$ cat config.mk
export PLATFORM = sky130hd
export DESIGN_NAME = ogsi_ctrl
export DESIGN_NICKNAME = d
export VERILOG_FILES = /design/src/hw/rtl/ogsi_pkg.sv /design/src/hw/rtl/ogsi_ctrl.sv
export SDC_FILE = /design/constraint.sdc
export NUM_CORES = 1
export LEC_CHECK = 0
export ABC_AREA = 0
export BUFFER_PORTS_ARGS = -buffer_cell sky130_fd_sc_hd__buf_2
export CAP_MARGIN = 0
export CORE_MARGIN = 5
export CORE_UTILIZATION = 49
export CTS_CLUSTER_SIZE = 14
export DETAILED_ROUTE_END_ITERATION = 8
export PLACE_DENSITY = 0.89
export SYNTH_ARGS = -nofsm -noshare
export SYNTH_HDL_FRONTEND = slang
export SYNTH_SLANG_ARGS = --single-unit
$ cat constraint.sdc
create_clock -name clk -period 2.55 [get_ports clk]
set_input_delay 0.1275 -clock clk [delete_from_list [all_inputs] [get_ports clk]]
set_output_delay 0.1275 -clock clk [all_outputs]
set_load 0.01 [all_outputs]
$ cat src/hw/rtl/ogsi_pkg.sv
`timescale 1ns / 1ps
package ogsi_pkg;

  localparam int OGSI_MAX_WIDTH  = 128;
  localparam int OGSI_MAX_HEIGHT = 128;

  localparam logic [1:0] FUNC_WRITE = 2'd0;
  localparam logic [1:0] FUNC_RUN   = 2'd1;
  localparam logic [1:0] FUNC_READ  = 2'd2;
  localparam logic [1:0] FUNC_NONE  = 2'd3;

  localparam logic [2:0] REG_GRID_WIDTH    = 3'd0;
  localparam logic [2:0] REG_GRID_HEIGHT   = 3'd1;
  localparam logic [2:0] REG_OCCUPIED_CODE = 3'd2;
  localparam logic [2:0] REG_BLOCKED_CODE  = 3'd3;
  localparam logic [2:0] REG_FLAT_CODE     = 3'd4;

  localparam logic [1:0] OUT_ZERO = 2'd0;
  localparam logic [1:0] OUT_READ = 2'd1;
  localparam logic [1:0] OUT_DONE = 2'd2;

  // Neighbour offsets, visited in this order.
  localparam logic signed [1:0] NB_DX [8] = '{-2'sd1, 2'sd0, 2'sd0, 2'sd1,
                                              2'sd1, -2'sd1, 2'sd1, -2'sd1};
  localparam logic signed [1:0] NB_DY [8] = '{2'sd0, 2'sd1, -2'sd1, 2'sd0,
                                              2'sd1, -2'sd1, -2'sd1, 2'sd1};

  // ceil(2^16 / 9): exact floor division for magnitudes up to 1152.
  localparam logic [12:0] RECIP_NINE = 13'd7282;

  typedef struct packed {
    logic       host_wr;
    logic       host_rd;
    logic       out_load;
    logic [1:0] out_sel;
    logic       cnt_clr;
    logic       cnt_adv;
    logic       copy_rd;
    logic       ctr_rd;
    logic       nb_clr;
    logic       nb_rd;
    logic       nb_acc;
    logic       nb_adv;
    logic       mul;
    logic       res_wr;
    logic       fill_ld;
    logic       pass2;
  } ogsi_cmd_t;

  typedef struct packed {
    logic zero_area;
    logic last_cell;
    logic ctr_hit;
    logic nb_out;
    logic nb_last;
    logic nb_bad;
    logic out_free;
  } ogsi_stat_t;

endpackage

$ cat src/hw/rtl/ogsi_ctrl.sv
`timescale 1ns / 1ps
module ogsi_ctrl
  import ogsi_pkg::*;
(
  input  logic       clk,
  input  logic       rst_n,
  input  logic       in_valid,
  input  logic [1:0] in_func,
  output logic       in_stall,
  input  ogsi_stat_t stat,
  output ogsi_cmd_t  cmd
);

  localparam logic [3:0] S_IDLE  = 4'd0;
  localparam logic [3:0] S_RDOUT = 4'd1;
  localparam logic [3:0] S_COPY  = 4'd2;
  localparam logic [3:0] S_CPFL  = 4'd3;
  localparam logic [3:0] S_CTR   = 4'd4;
  localparam logic [3:0] S_CHK   = 4'd5;
  localparam logic [3:0] S_NRD   = 4'd6;
  localparam logic [3:0] S_NACC  = 4'd7;
  localparam logic [3:0] S_MUL   = 4'd8;
  localparam logic [3:0] S_WR    = 4'd9;
  localparam logic [3:0] S_DONE  = 4'd10;

  logic [3:0] state_r, state_nxt;
  logic       pass2_r, pass2_nxt;
  logic       go_next;
  logic       accept;

  assign in_stall = (state_r != S_IDLE) || !stat.out_free;
  assign accept   = in_valid && !in_stall;

  always_comb begin
    state_nxt = state_r;
    pass2_nxt = pass2_r;
    go_next   = 1'b0;
    cmd       = '0;
    cmd.pass2 = pass2_r;
    case (state_r)
      S_IDLE: begin
        if (accept) begin
          case (in_func)
            FUNC_WRITE: begin
              cmd.host_wr  = 1'b1;
              cmd.out_load = 1'b1;
              cmd.out_sel  = OUT_ZERO;
            end
            FUNC_READ: begin
              cmd.host_rd = 1'b1;
              state_nxt   = S_RDOUT;
            end
            FUNC_RUN: begin
              if (stat.zero_area) begin
                cmd.out_load = 1'b1;
                cmd.out_sel  = OUT_DONE;
              end else begin
                cmd.cnt_clr = 1'b1;
                pass2_nxt   = 1'b0;
                state_nxt   = S_COPY;
              end
            end
            default: begin
              cmd.out_load = 1'b1;
              cmd.out_sel  = OUT_ZERO;
            end
          endcase
        end
      end
      S_RDOUT: begin
        if (stat.out_free) begin
          cmd.out_load = 1'b1;
          cmd.out_sel  = OUT_READ;
          state_nxt    = S_IDLE;
        end
      end
      S_COPY: begin
        cmd.copy_rd = 1'b1;
        if (stat.last_cell) begin
          cmd.cnt_clr = 1'b1;
          state_nxt   = S_CPFL;
        end else begin
          cmd.cnt_adv = 1'b1;
        end
      end
      S_CPFL: begin
        state_nxt = S_CTR;
      end
      S_CTR: begin
        cmd.ctr_rd = 1'b1;
        state_nxt  = S_CHK;
      end
      S_CHK: begin
        if (stat.ctr_hit) begin
          cmd.nb_clr  = 1'b1;
          cmd.fill_ld = 1'b1;
          state_nxt   = S_NRD;
        end else begin
          go_next = 1'b1;
        end
      end
      S_NRD: begin
        if (stat.nb_out) begin
          if (!pass2_r || stat.nb_last) begin
            go_next = 1'b1;
          end else begin
            cmd.nb_adv = 1'b1;
          end
        end else begin
          cmd.nb_rd = 1'b1;
          state_nxt = S_NACC;
        end
      end
      S_NACC: begin
        cmd.nb_acc = 1'b1;
        cmd.nb_adv = 1'b1;
        if (!pass2_r && stat.nb_bad) begin
          go_next = 1'b1;
        end else if (stat.nb_last) begin
          if (pass2_r) begin
            go_next = 1'b1;
          end else begin
            state_nxt = S_MUL;
          end
        end else begin
          state_nxt = S_NRD;
        end
      end
      S_MUL: begin
        cmd.mul   = 1'b1;
        state_nxt = S_WR;
      end
      S_WR: begin
        cmd.res_wr = 1'b1;
        go_next    = 1'b1;
      end
      S_DONE: begin
        if (stat.out_free) begin
          cmd.out_load = 1'b1;
          cmd.out_sel  = OUT_DONE;
          state_nxt    = S_IDLE;
        end
      end
      default: begin
        state_nxt = S_IDLE;
      end
    endcase

    if (go_next) begin
      if (stat.last_cell) begin
        if (!pass2_r) begin
          cmd.cnt_clr = 1'b1;
          pass2_nxt   = 1'b1;
          state_nxt   = S_CTR;
        end else begin
          state_nxt = S_DONE;
        end
      end else begin
        cmd.cnt_adv = 1'b1;
        state_nxt   = S_CTR;
      end
    end
  end

  always_ff @(posedge clk) begin
    if (!rst_n) begin
      state_r <= S_IDLE;
      pass2_r <= 1'b0;
    end else begin
      state_r <= state_nxt;
      pass2_r <= pass2_nxt;
    end
  end

endmodule

### Word level (Yosys, flattened, before mapping)

Index checks and enable logic that the tools add are counted.

* register bits after elaboration: 5
* output and inout bits: 18
* word-level logic and storage cells: 94

* reductions and logical operators: 12
* mux-type cells: 58
* eq/ne operators: 22

Operators by type and width (count)
* 2-to-1 mux 4 bit: 12
* case mux 4 bit (10 select lines): 1
* 2-to-1 mux 1 bit: 32
* equality test 4 x 3 -> 1 bit, second input constant: 4
* != test 3 bit, second input constant: 5
* equality test 4 bit, second input constant: 3
* AND reduction 10 bit: 1
* 2-to-1 mux 3 bit: 3
* case mux 3 bit (3 select lines): 1
* equality test 4 x 2 -> 1 bit, second input constant: 2
* != test 4 bit, second input constant: 2
* case mux 4 bit (2 select lines): 1
* 2-to-1 mux 2 bit: 3
* 2-to-1 mux 6 bit: 1
* case mux 3 bit (2 select lines): 1
* equality test 4 x 1 -> 1 bit, second input constant: 1
* zero test 4 bit: 1
* != test 4 x 2 -> 1 bit, second input constant: 1
* case mux 1 bit (2 select lines): 2
* case mux 1 bit (4 select lines): 1
* nonzero test 4 bit: 1
* zero test 1 bit: 3
* != test 3 x 1 -> 1 bit, second input constant: 1
* equality test 2 x 1 -> 1 bit, second input constant: 1
* other kinds (6): 8

### Logic depth before layout (Yosys ltp)

Gate-level depths: netlist of run 1.

* depth in word-level cells: 9
* mapped depth: 6
* depth with buffers taken out: 5

### Worst setup path before layout of run 1

Ideal clock, no wire load.

* path kind: register to register
* start: register state_r[1]
* end: register state_r[0]
* path slack: 950 ps
* clock period less this slack: 1600 ps
* setup time: 70 ps
* cell stages (with the launch flop): 7
* arrival: 1530 ps
* path buffers: 1
* cell sequence: dfxtp_1 buf_2 nor3b_1 a32oi_1 o211ai_2 or4_1 a21oi_1

* word-level cells in the longest chain between the ends: 6
* elaborated cells between the ends (all ways): 30
* classes of those cells: eq/ne: 20; mux: 3; reduce/logical: 7

Ends and longest elaborated chain
* from (decl): RTL line ogsi_ctrl.sv:26 `logic [3:0] state_r, state_nxt;`
* from (signal assigned): RTL line ogsi_ctrl.sv:170 `state_r <= state_nxt;`
* branches (longest 6 deep; another with AND reduction 10 bit)

Parallel ways; which one is timed is not known.
A chain may end at the register's enable or synchronous reset.

==> results.tsv, run 1 <==
stage	metric	value	unit
timing	fmax	445	MHz
worst_setup_path	cp.required	2.42	ns
yosys	syn_avg_cell_area	7.57	um^2
min_path	hp-class	input port to flop	
worst_setup_path	end_kind	output port	
worst_setup_path	worstPathCellList	nor2b_1, and3b_1, a311oi_4, o21ai_0, o2bb2ai_1, buf_2	
timing	finalCriticalPeriod	2.25	ns
timing	finalClockSkew	0.00674	ns
final_layout	regArea	100	um^2
power	irDropWorstVdd	0.382	mV
clock_tree	clock_latency	0.25	ns
routing	drt-total-wl	1670	um
die	start_util	50.6	%
yosys	yosys.area_share.xor_xnor	0	%
run	drv_cap	0	
placement	place_area	772	um^2
yosys	yosys.area_share.adder	0	%
yosys	ys_warn_count	0	
yosys	yosysTopAreaCell	dfxtp_1	
worst_setup_path	path_max_fanout	14	
final_layout	diodes	0	
worst_setup_path	r2r-start	state_r[2]	
clock_tree	clockBufferDepth	2	
global_route	grt_max_degree	18	
yosys	synth_cells	86	
yosys	ys_ff_latch	5	
timing	report.final.hold_viol_count	0	
final_layout	nets	126	
worst_setup_path	slowest_delay	0.57	ns
worst_setup_path	path_class	flop to output port	
die	io_pins	30	
final_layout	stdcell_area	800	um^2
final_layout	final_common_cell	buf_2	
placement	pre_cts_slack	0.576	ns
clock_tree	clockRootBuffer	clkbuf_4	
routing	viasPerCell	5.64	
yosys	synth_mux_area_share	1.54	%
placement	gp_congestion	0.851	
power	p_per_area	473	nW/um^2
global_route	grt_pass1_vias	641	
run_status	status	finished, final reports clean	
die	core	1280	um^2
timing	drv_slew	0	
final_layout	drive_above_1_share	36.3	%
routing	wl_per_cell	13.1	um
final_layout	multi_input_area	497	um^2
die	fp.dieW	46.4	um
yosys	synthSimpleGateAreaFrac	43.1	%
die	die_h	46.4	um
power	p_total	0.379	mW
clock_tree	numCtsBuffers	3	
clock_tree	htreeDepth	1	
die	fp-row-count	13	
yosys	netlist.area_leader.share	15.4	%
yosys	ys_types	41	
timing	finalSetupTns	0	ns
min_path	hp-start	rst_n	
clock_tree	cts_tree	yes	
worst_setup_path	slowest_stage	dfxtp_1	
clock_tree	post_cts_buffers	0	
global_route	grt.overflow.total	0	
timing	final.setup.worst_slack	0.305	ns
placement	dp.final_hpwl	1310	um
timing	rsz0062_at_grt	false	
worst_setup_path	critPathLaunch	state_r[0]	
routing	drtPass1Iterations	4	
timing	worstMarginPinSlew	0.480	ns
worst_setup_path	crit_arrival	2.12	ns
routing	ant_nets	0	
power	leakage	0.388	nW
routing	num_vias	722	
routing	drc	0	
global_route	grt_pass1_wl	2760	um
yosys	synth_seq_area_share	15.4	%
clock_tree	cts_resized	0	
final_layout	syn2layout_area_growth	22.9	%
clock_tree	clock-sinks	5	
timing	fin_crit_sh	88.1	%
final_layout	fill_cells	114	
routing	drt_iter0_markers	14	
worst_setup_path	crit_path_start_kind	flop	
die	die-area	2160	um^2
yosys	synth_area	651	um^2
placement	io_buffers	29	
yosys	ys_top_cells_by_area	dfxtp_1, nand2b_1, buf_4, a21oi_1, a311oi_4	
clock_tree	cts.hold.buffers_added	0	
final_layout	final_cell_mix	buf_2, nand2b_1, nand2_1	
global_route	track_usage	17.2	%
yosys	synth_top_family_by_area	simple AND/OR/NAND/NOR gates	
timing	setup_viol	0	
global_route	antenna_found_initial	0	
yosys	synth_compound_area_share	31.7	%
clock_tree	path_clk_slew	0.05	ns
timing	maxSlewHeadroom	67.9	%
yosys	syn_nets	98	
critical path, delay by kind of cell (launching register included):
kind                   cells  cell delay, ns
buffers and inverters      1            0.14
flip-flops                 1            0.57
AND/OR/NAND/NOR            2            0.43
AO/OA/AOI/OAI              3            0.74
cell type report:
type                            count  area share, %
Clock buffer                        3           2.82
Inverter                            3           1.41
Timing Repair Buffer               29           18.2
Tap cell                           15           2.35
Clock inverter                      1          0.626
Multi-Input combinational cell     72           62.1
Sequential cell                     5           12.5
metal layers:
layer | vias up | global-route usage (%) | part of all wire (%)
li1 | 375 | - | -
met1 | 328 | 22.6 | 42
met2 | 19 | 27.5 | 52
met3 | 0 | 3.13 | 5.3
met4 | 0 | 6.82 | 0
met5 | - | 0 | 0
logic make-up (layout without fill, tap and decap cells):
kind of cell	count (synthesis)	in the layout
DFF	5	5
and+or+nand+nor	45	45
buffers and inverters	9	36
muxes	1	1
AOI/OAI and AO/OA	26	26
metrics by stage:
stage / util [%] / instances / hold slack (ns)
6_report: 62.2 / 128 / 0.143
5_1_grt: 62.2 / 128 / 0.154
4_1_cts: 62.2 / 128 / 0.133
3_5_place_dp: 60.1 / 124 / 0.392
3_3_place_gp: 60.1 / 124 / 0.380
2_1_floorplan: - / 86 / 0.244
registers in the layout (all words and copies together) (netlist names):
| signal | count |
|---|---|
| pass2_r | 1 |
| state_r | 4 |
Yosys cell counts, drive strengths merged:
library cell,number
o21ai,5
nor4,1
a311oi,1
o31ai,1
o211ai,1
o21bai,1
o211a,1
nor3,2
or3,1
o21a,1
dfxtp,5
nor2b,3
a31oi,1
a32o,1
or2,2
o221ai,1
mux2i,1
and3,1
o2bb2ai,1
inv,3
buf,6
and4b,2
or3b,2
and3b,1
nand2b,8
nor4b,1
and4bb,1
and2b,1
nor2,6
a22oi,1
a21boi,1
nand4,3
or4,1
and2,1
a21oi,7
a32oi,1
nand2,7
a221oi,1
nor3b,1
where the power goes:
part	total, mW	switching [mW]	internal, mW
combinational	0.171	0.0903	0.0810
clock	0.0919	0.0350	0.0569
sequential	0.115	0.0284	0.0870
total	0.379	0.154	0.225
final timing paths:
kind,to,slack (ns),depth (start not counted)
worst max-delay path,cmd[11],0.30,6
worst max register to register,pass2_r,0.59,5
worst min register to register,pass2_r,0.55,2
worst min-delay path,state_r[2],0.14,2
Power figures use the tool's default switching activity.
==> inputs of run 2 (changes only) <==
==> constraint.sdc (replaced) <==
create_clock -name clk -period 2.83 [get_ports clk]
set_input_delay 0.1415 -clock clk [delete_from_list [all_inputs] [get_ports clk]]
set_output_delay 0.1415 -clock clk [all_outputs]
set_load 0.01 [all_outputs]
==> run 2 against run 1 <==
Effect of this change:
- core utilization is the same
- routed wire length grew 2.2%
- first-iteration DRC count grew 64%
- highest routed layer is now met4
- worst hold slack gained 0.0049 ns
- sequential share of layout area is the same
- register-to-register slack gained 0.26 ns
==> results.tsv, run 2 (synthesis results as in run 1) <==
stage	metric	value	unit	change
global_route	track_usage	16.9	%	-0.33 points
timing	rsz0062_at_grt	false		
die	fp.dieW	46.4	um	unchanged
final_layout	syn2layout_area_growth	22.9	%	unchanged
worst_setup_path	path_class	flop to output port		
clock_tree	numCtsBuffers	3		unchanged
die	fp-row-count	13		unchanged
worst_setup_path	cp.required	2.69	ns	+0.27 ns
placement	io_buffers	29		unchanged
clock_tree	clock_latency	0.25	ns	about the same
timing	fin_crit_sh	79.7	%	
worst_setup_path	path_max_fanout	15		+1
final_layout	largest_reg_flops	4		unchanged
global_route	grt.overflow.total	0		unchanged
run_status	status	finished, final reports clean		
final_layout	reg_top3	state_r: 4 flops, pass2_r: 1 flops		
power	p_total	0.345	mW	-8.9%
run	drv_cap	0		unchanged
timing	finalCriticalPeriod	2.26	ns	
timing	maxSlewHeadroom	67.9	%	about the same
timing	drv_slew	0		unchanged
global_route	grt_max_degree	18		unchanged
clock_tree	post_cts_buffers	0		unchanged
final_layout	diodes	0		unchanged
clock_tree	cts_tree	yes		
worst_setup_path	crit_path_start_kind	flop		
worst_setup_path	crit_arrival	2.11	ns	about the same
final_layout	largest-register	state_r		
clock_tree	clock-sinks	5		unchanged
timing	fmax	443	MHz	
routing	drc	0		unchanged
global_route	grt_pass1_vias	606		-5.5%
timing	worstMarginPinSlew	0.480	ns	+0.000129 ns
timing	finalClockSkew	0.0106	ns	+0.00381 ns
routing	drtPass1Iterations	4		unchanged
die	die-area	2160	um^2	unchanged
die	start_util	50.6	%	unchanged
power	p_per_area	431	nW/um^2	-8.9%
die	io_pins	30		unchanged
timing	setup_viol	0		unchanged
final_layout	final_common_cell	buf_2		
clock_tree	htreeDepth	1		unchanged
placement	gp_congestion	0.832		-2.2%
clock_tree	cts_resized	0		unchanged
clock_tree	clockBufferDepth	2		unchanged
clock_tree	clockRootBuffer	clkbuf_4		
die	die_h	46.4	um	unchanged
routing	wl_per_cell	13.4	um	+2.2%
final_layout	drive_above_1_share	36.3	%	unchanged
routing	ant_nets	0		unchanged
routing	drt_iter0_markers	23		+9
routing	num_vias	745		+3.2%
power	irDropWorstVdd	0.245	mV	-36%
clock_tree	path_clk_slew	0.05	ns	about the same
global_route	grt_pass1_wl	2700	um	-2.0%
routing	drt-total-wl	1710	um	+2.2%
final_layout	nets	126		unchanged
die	core	1280	um^2	unchanged
timing	finalSetupTns	0	ns	unchanged
final_layout	final_cell_mix	buf_2, nand2b_1, nand2_1		
placement	dp.final_hpwl	1340	um	+1.9%
global_route	antenna_found_initial	0		unchanged
worst_setup_path	end_kind	output port		
power	leakage	0.388	nW	unchanged
clock_tree	cts.hold.buffers_added	0		unchanged
timing	report.final.hold_viol_count	0		unchanged
routing	viasPerCell	5.82		+3.2%
min_path	hp-class	input port to flop		
-- run 2: power breakdown --
part | switching [mW] | leakage, nW | internal (mW)
Sequential | 0.0268 | 0.0405 | 0.0783
Combinational | 0.0830 | 0.330 | 0.0730
Clock | 0.0324 | 0.0177 | 0.0513
-- run 2: path summary, 6_finish.rpt --
kind / startpoint / endpoint / slack [ns] / depth (start not counted)
worst max-delay path: state_r[3] / cmd[11] / 0.57 / 6
worst min-delay path: rst_n / state_r[2] / 0.15 / 2
worst max register to register: state_r[2] / pass2_r / 0.85 / 5
worst min register to register: pass2_r / pass2_r / 0.57 / 2
-- run 2: layer usage --
metal  global-route usage (%)  wire length (um)
met2                     27.2               859
met3                     1.56               105
met5                        0                 0
met1                     22.8               730
met4                     6.82                15
-- run 2: layout make-up --
type,count,area [um^2]
flip-flops and latches,5,100
fillers,114,485
multi-input cells,72,497
well taps,15,18.8
repair buffers,29,145
clock buffers,3,22.5
inverters,3,11.3
clock inverters,1,5.00
-- run 2: stage by stage --
| step | instance area, um^2 | instances | hold WS, ns | utilization [%] | setup WS (ns) |
|---|---|---|---|---|---|
| 2_1_floorplan | 651 | 86 | 0.258 | - | 1.23 |
| 3_3_place_gp | 772 | 124 | 0.392 | 60.1 | 0.915 |
| 3_5_place_dp | 772 | 124 | 0.404 | 60.1 | 0.839 |
| 4_1_cts | 800 | 128 | 0.140 | 62.2 | 0.583 |
| 5_1_grt | 800 | 128 | 0.158 | 62.2 | 0.420 |
| 6_report | 800 | 128 | 0.148 | 62.2 | 0.574 |
-- run 2: critical path: stages, from the launching register on --
cell       delay, ns
dfxtp_1         0.61
and4b_1         0.29
o211a_1         0.19
a311oi_4        0.37
o21ai_0         0.13
o2bb2ai_1       0.13
buf_2           0.14
